===== src/rtl/bbv_pkg.sv =====
package bbv_pkg;

	localparam int MAX_DEPTH = 255;
	localparam int DEPTH_W   = $clog2(MAX_DEPTH + 1);

	localparam logic [7:0] CH_NUL       = 8'h00;
	localparam logic [7:0] CH_LF        = 8'h0A;
	localparam logic [7:0] CH_CR        = 8'h0D;
	localparam logic [7:0] CH_QUOTE     = 8'h22;
	localparam logic [7:0] CH_STAR      = 8'h2A;
	localparam logic [7:0] CH_SLASH     = 8'h2F;
	localparam logic [7:0] CH_BACKSLASH = 8'h5C;
	localparam logic [7:0] CH_OPEN      = 8'h7B;
	localparam logic [7:0] CH_CLOSE     = 8'h7D;

	typedef enum logic [1:0] {
		MODE_NORMAL,
		MODE_LINE,
		MODE_BLOCK,
		MODE_STRING
	} lex_mode_t;

	typedef struct packed {
		lex_mode_t            mode;
		logic                 escape;
		logic                 slash;
		logic                 star;
		logic [DEPTH_W-1:0]   depth;
		logic                 brace_seen;
		logic                 failed;
	} scan_state_t;

	typedef struct packed {
		logic step;
		logic last;
	} scan_ctl_t;

endpackage


===== src/rtl/brace_balance_text_validator.sv =====
// Checks a text, delivered one byte per transaction with the last byte flagged, for balanced
// braces outside line comments, block comments and quoted strings, and gives one verdict
// transaction after the final byte. Bytes are taken at one per cycle: each byte is held in an
// input register and scanned by a single stage of shallow logic, and the verdict sits in an
// output register, so a final byte is only held back while an earlier verdict is still waiting
// to be taken. The verdict is registered from the scan of the final byte. A NUL byte, a
// line break inside a string, an unmatched close brace or nesting beyond the depth limit fails
// the text, as does a text with no brace at all; after each verdict the scanner starts afresh.
module brace_balance_text_validator (
	input  logic       clk,
	input  logic       arst_n,
	input  logic       in_valid,
	output logic       in_stall,
	input  logic [7:0] text_byte,
	input  logic       final_byte,
	output logic       out_valid,
	input  logic       out_stall,
	output logic       well_formed
);
	import bbv_pkg::*;

	logic       valid_s1;
	logic [7:0] byte_s1;
	logic       final_s1;
	logic       out_valid_q;
	logic       well_formed_q;
	logic       verdict;
	logic       advance;
	scan_ctl_t  ctl;

	assign in_stall = valid_s1 && final_s1 && out_valid_q && out_stall;
	assign advance  = valid_s1 && !in_stall;

	assign ctl.step = advance;
	assign ctl.last = final_s1;

	always_ff @(posedge clk or negedge arst_n) begin
		if (!arst_n) begin
			valid_s1 <= 1'b0;
		end else if (!in_stall) begin
			valid_s1 <= in_valid;
		end
	end

	always_ff @(posedge clk) begin
		if (in_valid && !in_stall) begin
			byte_s1  <= text_byte;
			final_s1 <= final_byte;
		end
	end

	bbv_scan u_scan (
		.clk       (clk),
		.arst_n    (arst_n),
		.ctl       (ctl),
		.text_byte (byte_s1),
		.verdict   (verdict)
	);

	always_ff @(posedge clk or negedge arst_n) begin
		if (!arst_n) begin
			out_valid_q <= 1'b0;
		end else if (advance && final_s1) begin
			out_valid_q <= 1'b1;
		end else if (!out_stall) begin
			out_valid_q <= 1'b0;
		end
	end

	always_ff @(posedge clk) begin
		if (advance && final_s1) begin
			well_formed_q <= verdict;
		end
	end

	assign out_valid   = out_valid_q;
	assign well_formed = well_formed_q;

	a_stall_only_on_final: assert property (@(posedge clk) disable iff (!arst_n)
		in_stall |-> valid_s1 && final_s1 && out_valid_q)
		else $error("Input held back without a final byte waiting on the output.");

	a_final_gives_result: assert property (@(posedge clk) disable iff (!arst_n)
		advance && final_s1 |=> out_valid_q)
		else $error("Final byte scanned but no verdict presented.");

	a_result_from_final: assert property (@(posedge clk) disable iff (!arst_n)
		$rose(out_valid_q) |-> $past(advance && final_s1))
		else $error("Verdict presented without a final byte.");

endmodule


===== src/rtl/bbv_scan.sv =====
module bbv_scan (
	input  logic              clk,
	input  logic              arst_n,
	input  bbv_pkg::scan_ctl_t ctl,
	input  logic [7:0]        text_byte,
	output logic              verdict
);
	import bbv_pkg::*;

	scan_state_t state_q;
	scan_state_t upd;

	always_comb begin
		upd = state_q;
		if (!state_q.failed) begin
			if (text_byte == CH_NUL) begin
				upd.failed = 1'b1;
			end else begin
				case (state_q.mode)
					MODE_LINE: begin
						if (text_byte == CH_LF) begin
							upd.mode = MODE_NORMAL;
						end
					end
					MODE_BLOCK: begin
						if (state_q.star && text_byte == CH_SLASH) begin
							upd.star = 1'b0;
							upd.mode = MODE_NORMAL;
						end else begin
							upd.star = (text_byte == CH_STAR);
						end
					end
					MODE_STRING: begin
						if (text_byte == CH_LF || text_byte == CH_CR) begin
							upd.failed = 1'b1;
						end else if (state_q.escape) begin
							upd.escape = 1'b0;
						end else if (text_byte == CH_BACKSLASH) begin
							upd.escape = 1'b1;
						end else if (text_byte == CH_QUOTE) begin
							upd.mode = MODE_NORMAL;
						end
					end
					default: begin
						upd.slash = 1'b0;
						if (state_q.slash && text_byte == CH_SLASH) begin
							upd.mode = MODE_LINE;
						end else if (state_q.slash && text_byte == CH_STAR) begin
							upd.mode = MODE_BLOCK;
							upd.star = 1'b0;
						end else if (text_byte == CH_SLASH) begin
							upd.slash = 1'b1;
						end else if (text_byte == CH_QUOTE) begin
							upd.mode   = MODE_STRING;
							upd.escape = 1'b0;
						end else if (text_byte == CH_OPEN) begin
							if (state_q.depth == DEPTH_W'(MAX_DEPTH)) begin
								upd.failed = 1'b1;
							end else begin
								upd.depth      = state_q.depth + 1'b1;
								upd.brace_seen = 1'b1;
							end
						end else if (text_byte == CH_CLOSE) begin
							if (state_q.depth == '0) begin
								upd.failed = 1'b1;
							end else begin
								upd.depth = state_q.depth - 1'b1;
							end
						end
					end
				endcase
			end
		end
	end

	assign verdict = !upd.failed && upd.brace_seen && (upd.depth == '0) &&
		(upd.mode != MODE_STRING) && (upd.mode != MODE_BLOCK);

	always_ff @(posedge clk or negedge arst_n) begin
		if (!arst_n) begin
			state_q <= '0;
		end else if (ctl.step) begin
			if (ctl.last) begin
				state_q <= '0;
			end else begin
				state_q <= upd;
			end
		end
	end

	a_depth_implies_brace: assert property (@(posedge clk) disable iff (!arst_n)
		state_q.depth != '0 |-> state_q.brace_seen)
		else $error("Open braces counted without a brace recorded.");

	a_star_in_block: assert property (@(posedge clk) disable iff (!arst_n)
		state_q.star |-> state_q.mode == MODE_BLOCK)
		else $error("Pending star outside a block comment.");

	a_slash_in_normal: assert property (@(posedge clk) disable iff (!arst_n)
		state_q.slash |-> state_q.mode == MODE_NORMAL)
		else $error("Pending slash outside normal text.");

	a_escape_in_string: assert property (@(posedge clk) disable iff (!arst_n)
		state_q.escape |-> state_q.mode == MODE_STRING)
		else $error("Pending escape outside a string.");

endmodule

===== config.mk =====
export PLATFORM = sky130hd
export DESIGN_NAME = brace_balance_text_validator
export DESIGN_NICKNAME = d
export VERILOG_FILES = /design/src/rtl/bbv_pkg.sv /design/src/rtl/brace_balance_text_validator.sv /design/src/rtl/bbv_scan.sv
export SDC_FILE = /design/constraint.sdc
export NUM_CORES = 1
export LEC_CHECK = 0
export BUFFER_PORTS_ARGS = -buffer_cell sky130_fd_sc_hd__buf_2
export CAP_MARGIN = 20
export CORE_MARGIN = 8
export CORE_UTILIZATION = 45
export DETAILED_ROUTE_END_ITERATION = 8
export SLEW_MARGIN = 20
export SYNTH_ARGS = -nofsm -noshare
export SYNTH_HDL_FRONTEND = slang
export SYNTH_SLANG_ARGS = --single-unit

===== constraint.sdc =====
create_clock -name clk -period 2.6 [get_ports clk]
set_input_delay 0.52 -clock clk [delete_from_list [all_inputs] [get_ports clk]]
set_output_delay 0.52 -clock clk [all_outputs]
set_load 0.005 [all_outputs]

==> impl_table.tex <==
\begin{tabular}{lr}
\hline
Metric & Value \\
\hline
\multicolumn{2}{l}{\textbf{Cells and area}} \\
Synth-to-layout area growth & 14.38\% \\
Number of antenna repair diodes & 0 \\
Number of filler instances in the final layout & 417 \\
Area taken by multi-input logic gates & 1191 µm² \\
Final standard cell area without fillers & 2270 µm² \\
Total number of nets in the final design & 277 \\
Fraction of layout instances using a drive strength above 1 & 0.1875 \\
Register Area & 725.7 µm² \\
\multicolumn{2}{l}{\textbf{Synthesis}} \\
Simple-gate portion of the synthesized area & 0.2995 \\
Prevailing post-synth register cell & sky130\_fd\_sc\_hd\_\_dfrtp\_1 \\
Compound-gate portion of the synthesized area & 0.2327 \\
Mean Syn Cell Area & 8.480 µm² \\
Multiplexer share of the synthesized area & 0.01009 \\
Synth Instances & 234 \\
Syn Std Cell Area & 1984 µm² \\
Post-synth EDFFs & 10 \\
Number of distinct library cells after synthesis & 56 \\
Fraction of synthesized cell area in xor and xnor cells & 0 \\
FF+latch count, synth & 27 \\
Combinational family with the most area after synthesis & simple AND/OR/NAND/NOR gates \\
Sequential-to-total area share from yosys stat & 0.3657 \\
Total nets after synthesis & 254 \\
Fraction of the mapped netlist area in adder cells & 0.04414 \\
Yosys warnings & 0 \\
Share of synthesized registers carrying an async set or reset & 0.6296 \\
\multicolumn{2}{l}{\textbf{STA}} \\
Post-layout minimum cycle time & 2.567 ns \\
Final number of max-transition violations & 0 \\
Count of final setup violators & 0 \\
Slew at the pin with the worst max-slew slack & 0.4307 ns \\
Final worst path period share & 0.9872 \\
Worst Hold Slack & 0.1556 ns \\
Setup\_tns & 0 ns \\
RSZ-0062 raised after global routing & yes \\
Setup skew after layout & 0.007077 ns \\
Worst slew margin relative to its limit & 0.7129 \\
Hold Violations, Final & 0 \\
Highest Clock Rate & 389.6 MHz \\
\multicolumn{2}{l}{\textbf{Global route}} \\
Antenna violations before repair & 0 \\
GR Util All Layers & 0.1694 \\
Largest net degree at the start of global routing & 18 \\
Via count of the first global-routing pass & 1833 \\
Global route total overflow & 0 \\
First-pass GRT wire length & 8956 µm \\
\multicolumn{2}{l}{\textbf{Setup path}} \\
Origin of the critical flop-to-flop path & u\_scan.state\_q[6] \\
Top fanout value on the critical path & 3 \\
Worst setup path class & flip-flop to flip-flop \\
Timing startpoint of the critical path & u\_scan.state\_q[6] \\
Arr. time, crit path & 2.67 ns \\
Setup crit end kind & flip-flop \\
Data required time of the critical path & 2.71 ns \\
Critical path startpoint category & flip-flop \\
\multicolumn{2}{l}{\textbf{Floorplan}} \\
Placeable Area & 4294 µm² \\
X dimension of the die & 82.41 µm \\
Initial cell density of the core & 0.4621 \\
Num rows & 24 \\
Die Footprint & 6791 µm² \\
Die H & 82.41 µm \\
I/O pin cnt & 16 \\
\multicolumn{2}{l}{\textbf{Clocking}} \\
Clock tree root driver cell & sky130\_fd\_sc\_hd\_\_clkbuf\_8 \\
Deepest level of the CTS H-tree & 1 \\
CTS sink count & 27 \\
Clock tree from TritonCTS & done \\
Clock slew at reported path FFs & 0.10 ns \\
Worst-Skew Late Latency & 0.28 ns \\
Hold buffers post-CTS & 0 \\
Largest buffer count on any clock path & 2 \\
TritonCTS Buffers & 3 \\
\multicolumn{2}{l}{\textbf{Pwr}} \\
Portion of total power attributed to the clock network & 0.261 \\
Switching part of the total power & 0.2943 \\
Max IR drop VDD & 0.0002207 V \\
Internal power & 0.0006654 W \\
Static leakage & 0.9294 nW \\
Total design power & 0.0009429 W \\
Power Dens Cells & 415.4 nW/µm² \\
Portion of total power attributed to combinational logic & 0.218 \\
Register share of total power & 0.521 \\
Switching Power & 0.0002775 W \\
\multicolumn{2}{l}{\textbf{Drt}} \\
Iteration-0 DRC Markers & 186 \\
Routed vias & 1882 \\
Total routed wirelength & 5289 µm \\
First-pass detailed-route iteration total & 4 \\
Antenna violation net count after detailed routing & 0 \\
DR vias/cell & 6.110 \\
Number of remaining DRC errors & 0 \\
Final routed wire length divided by cell count & 17.17 µm \\
\multicolumn{2}{l}{\textbf{Placement}} \\
Placer Congestion & 0.9692 \\
HPWL reported at the end of detailed placement & 4008 µm \\
Number of buffers inserted by port buffering & 15 \\
Dpl cell area & 2180 µm² \\
\multicolumn{2}{l}{\textbf{Job}} \\
Max-cap violations & 0 \\
\multicolumn{2}{l}{\textbf{Run status}} \\
Outcome & finished, final reports clean \\
\multicolumn{2}{l}{\textbf{Worst hold path}} \\
Min-delay worst type & input port to asynchronous set/reset pin \\
\hline
\end{tabular}
## power by group through the flow
| stage | combinational, W | sequential [W] | clock [W] |
|---|---|---|---|
| 2_1_floorplan | 0.000126 | 0.000487 | 0 |
| 3_3_place_gp | 0.000192 | 0.000500 | 0 |
| 3_5_place_dp | 0.000191 | 0.000500 | 0 |
| 4_1_cts | 0.000191 | 0.000491 | 0.000255 |
| 5_1_grt | 0.000226 | 0.000495 | 0.000270 |
| 6_report | 0.000206 | 0.000491 | 0.000246 |
## registers in the layout (all words and copies together), names as in the netlist
signal	cells
out_valid	1
byte_s1	8
final_s1	1
u_scan.state_q	15
valid_s1	1
well_formed	1
## per-layer routing
layer	vias up	wire (µm)	track usage
li1	930	-	-
met1	878	2373	0.2222
met2	62	2475	0.2655
met3	12	278	0.01732
met4	0	161	0.09649
met5	-	0	0
## area by class of cell
| type | count | share of cell area |
|---|---|---|
| repair buffers | 31 | 0.08600 |
| well taps | 52 | 0.02867 |
| multi-input cells | 182 | 0.5248 |
| clock inverters | 1 | 0.002756 |
| inverters | 12 | 0.01985 |
| clock buffers | 3 | 0.01819 |
| flip-flops and latches | 27 | 0.3197 |
## synthesized netlist by cell type (all sizes together), types with 2 or more instances
| master | count | share of area |
|---|---|---|
| o21ai | 17 | 0.045 |
| nand2 | 31 | 0.060 |
| a211o | 2 | 0.0088 |
| nor4b | 4 | 0.024 |
| clkbuf | 11 | 0.021 |
| and2 | 6 | 0.019 |
| nand4 | 9 | 0.028 |
| nand3 | 7 | 0.018 |
| o211ai | 2 | 0.0076 |
| nand4b | 2 | 0.0088 |
| a21oi | 14 | 0.039 |
| edfxtp | 10 | 0.15 |
| a41oi | 4 | 0.018 |
| nor3 | 11 | 0.028 |
| and4b | 3 | 0.015 |
| o31ai | 2 | 0.0076 |
| dfrtp | 17 | 0.21 |
| o22ai | 4 | 0.013 |
| inv | 12 | 0.023 |
| nand2b | 3 | 0.0095 |
| or4 | 2 | 0.0095 |
| ha | 7 | 0.044 |
| nor4 | 4 | 0.013 |
| a211oi | 3 | 0.011 |
| buf | 2 | 0.0044 |
| a31oi | 2 | 0.0095 |
| nor2 | 17 | 0.032 |
| a21boi | 2 | 0.0095 |
| o21a | 2 | 0.0076 |
| mux2i | 2 | 0.010 |
| and3 | 4 | 0.013 |
## placed cells by master (no fill, tap or decap), drive strengths merged, types with 2 or more instances in the layout
cell / n
o22ai: 4
o31ai: 2
nand2b: 3
o211ai: 2
a21oi: 14
a31oi: 2
and2: 6
nor3: 11
nor4b: 4
o21ai: 17
buf: 31
mux2i: 2
a21boi: 2
or4: 2
and3: 4
nand4b: 2
nand4: 9
nand3: 7
and4b: 3
a41oi: 4
ha: 7
edfxtp: 10
nand2: 31
nor4: 4
nor2: 17
clkbuf: 3
o21a: 2
a211oi: 3
inv: 13
a211o: 2
dfrtp: 17
## final timing paths
| check | endpoint | slack (ns) | cells past startpoint |
|---|---|---|---|
| worst max-delay path | well_formed | 0.03 | 9 |
| worst min-delay path | u_scan.state_q[5] | 0.16 | 1 |
| worst max register to register | well_formed | 0.03 | 9 |
| worst min register to register | out_valid | 0.53 | 2 |
| max in group asynchronous | u_scan.state_q[12] | 2.15 | 1 |
| min in group clk | byte_s1[3] | 0.42 | 1 |
## per-stage QoR
step / setup slack [ns] / util / cells
global route: -0.07597 / 0.5286 / 308
detailed placement: 0.07547 / 0.5076 / 302
floorplan: 0.2148 / - / 234
finish: 0.03339 / 0.5286 / 308
CTS: 0.03619 / 0.5186 / 306
global placement: 0.1209 / 0.5076 / 302
## cells by family (layout without fill, tap and decap cells)
logic type | Yosys count | count (layout)
buf+inv | 25 | 47
simple gates | 108 | 108
compound gates | 65 | 65
fa+ha+maj | 7 | 7
flops | 27 | 27
mux | 2 | 2
## what timing repair did
action,4_1_cts,5_1_grt
gates resized for setup,0,4
setup buffers,0,2
endpoints found under the setup margin,0,1
## critical path, cell delays in order, from the launching register on
cell                      delay (ns)
sky130_fd_sc_hd__dfrtp_1        0.39
sky130_fd_sc_hd__or4_4          0.56
sky130_fd_sc_hd__buf_4          0.16
sky130_fd_sc_hd__nor4b_4        0.29
sky130_fd_sc_hd__buf_4          0.18
sky130_fd_sc_hd__nor2_1         0.06
sky130_fd_sc_hd__o21ai_1        0.15
sky130_fd_sc_hd__a221o_1        0.19
sky130_fd_sc_hd__nand4_1        0.13
sky130_fd_sc_hd__nor4b_2        0.27
Power figures use the tool's default switching activity.
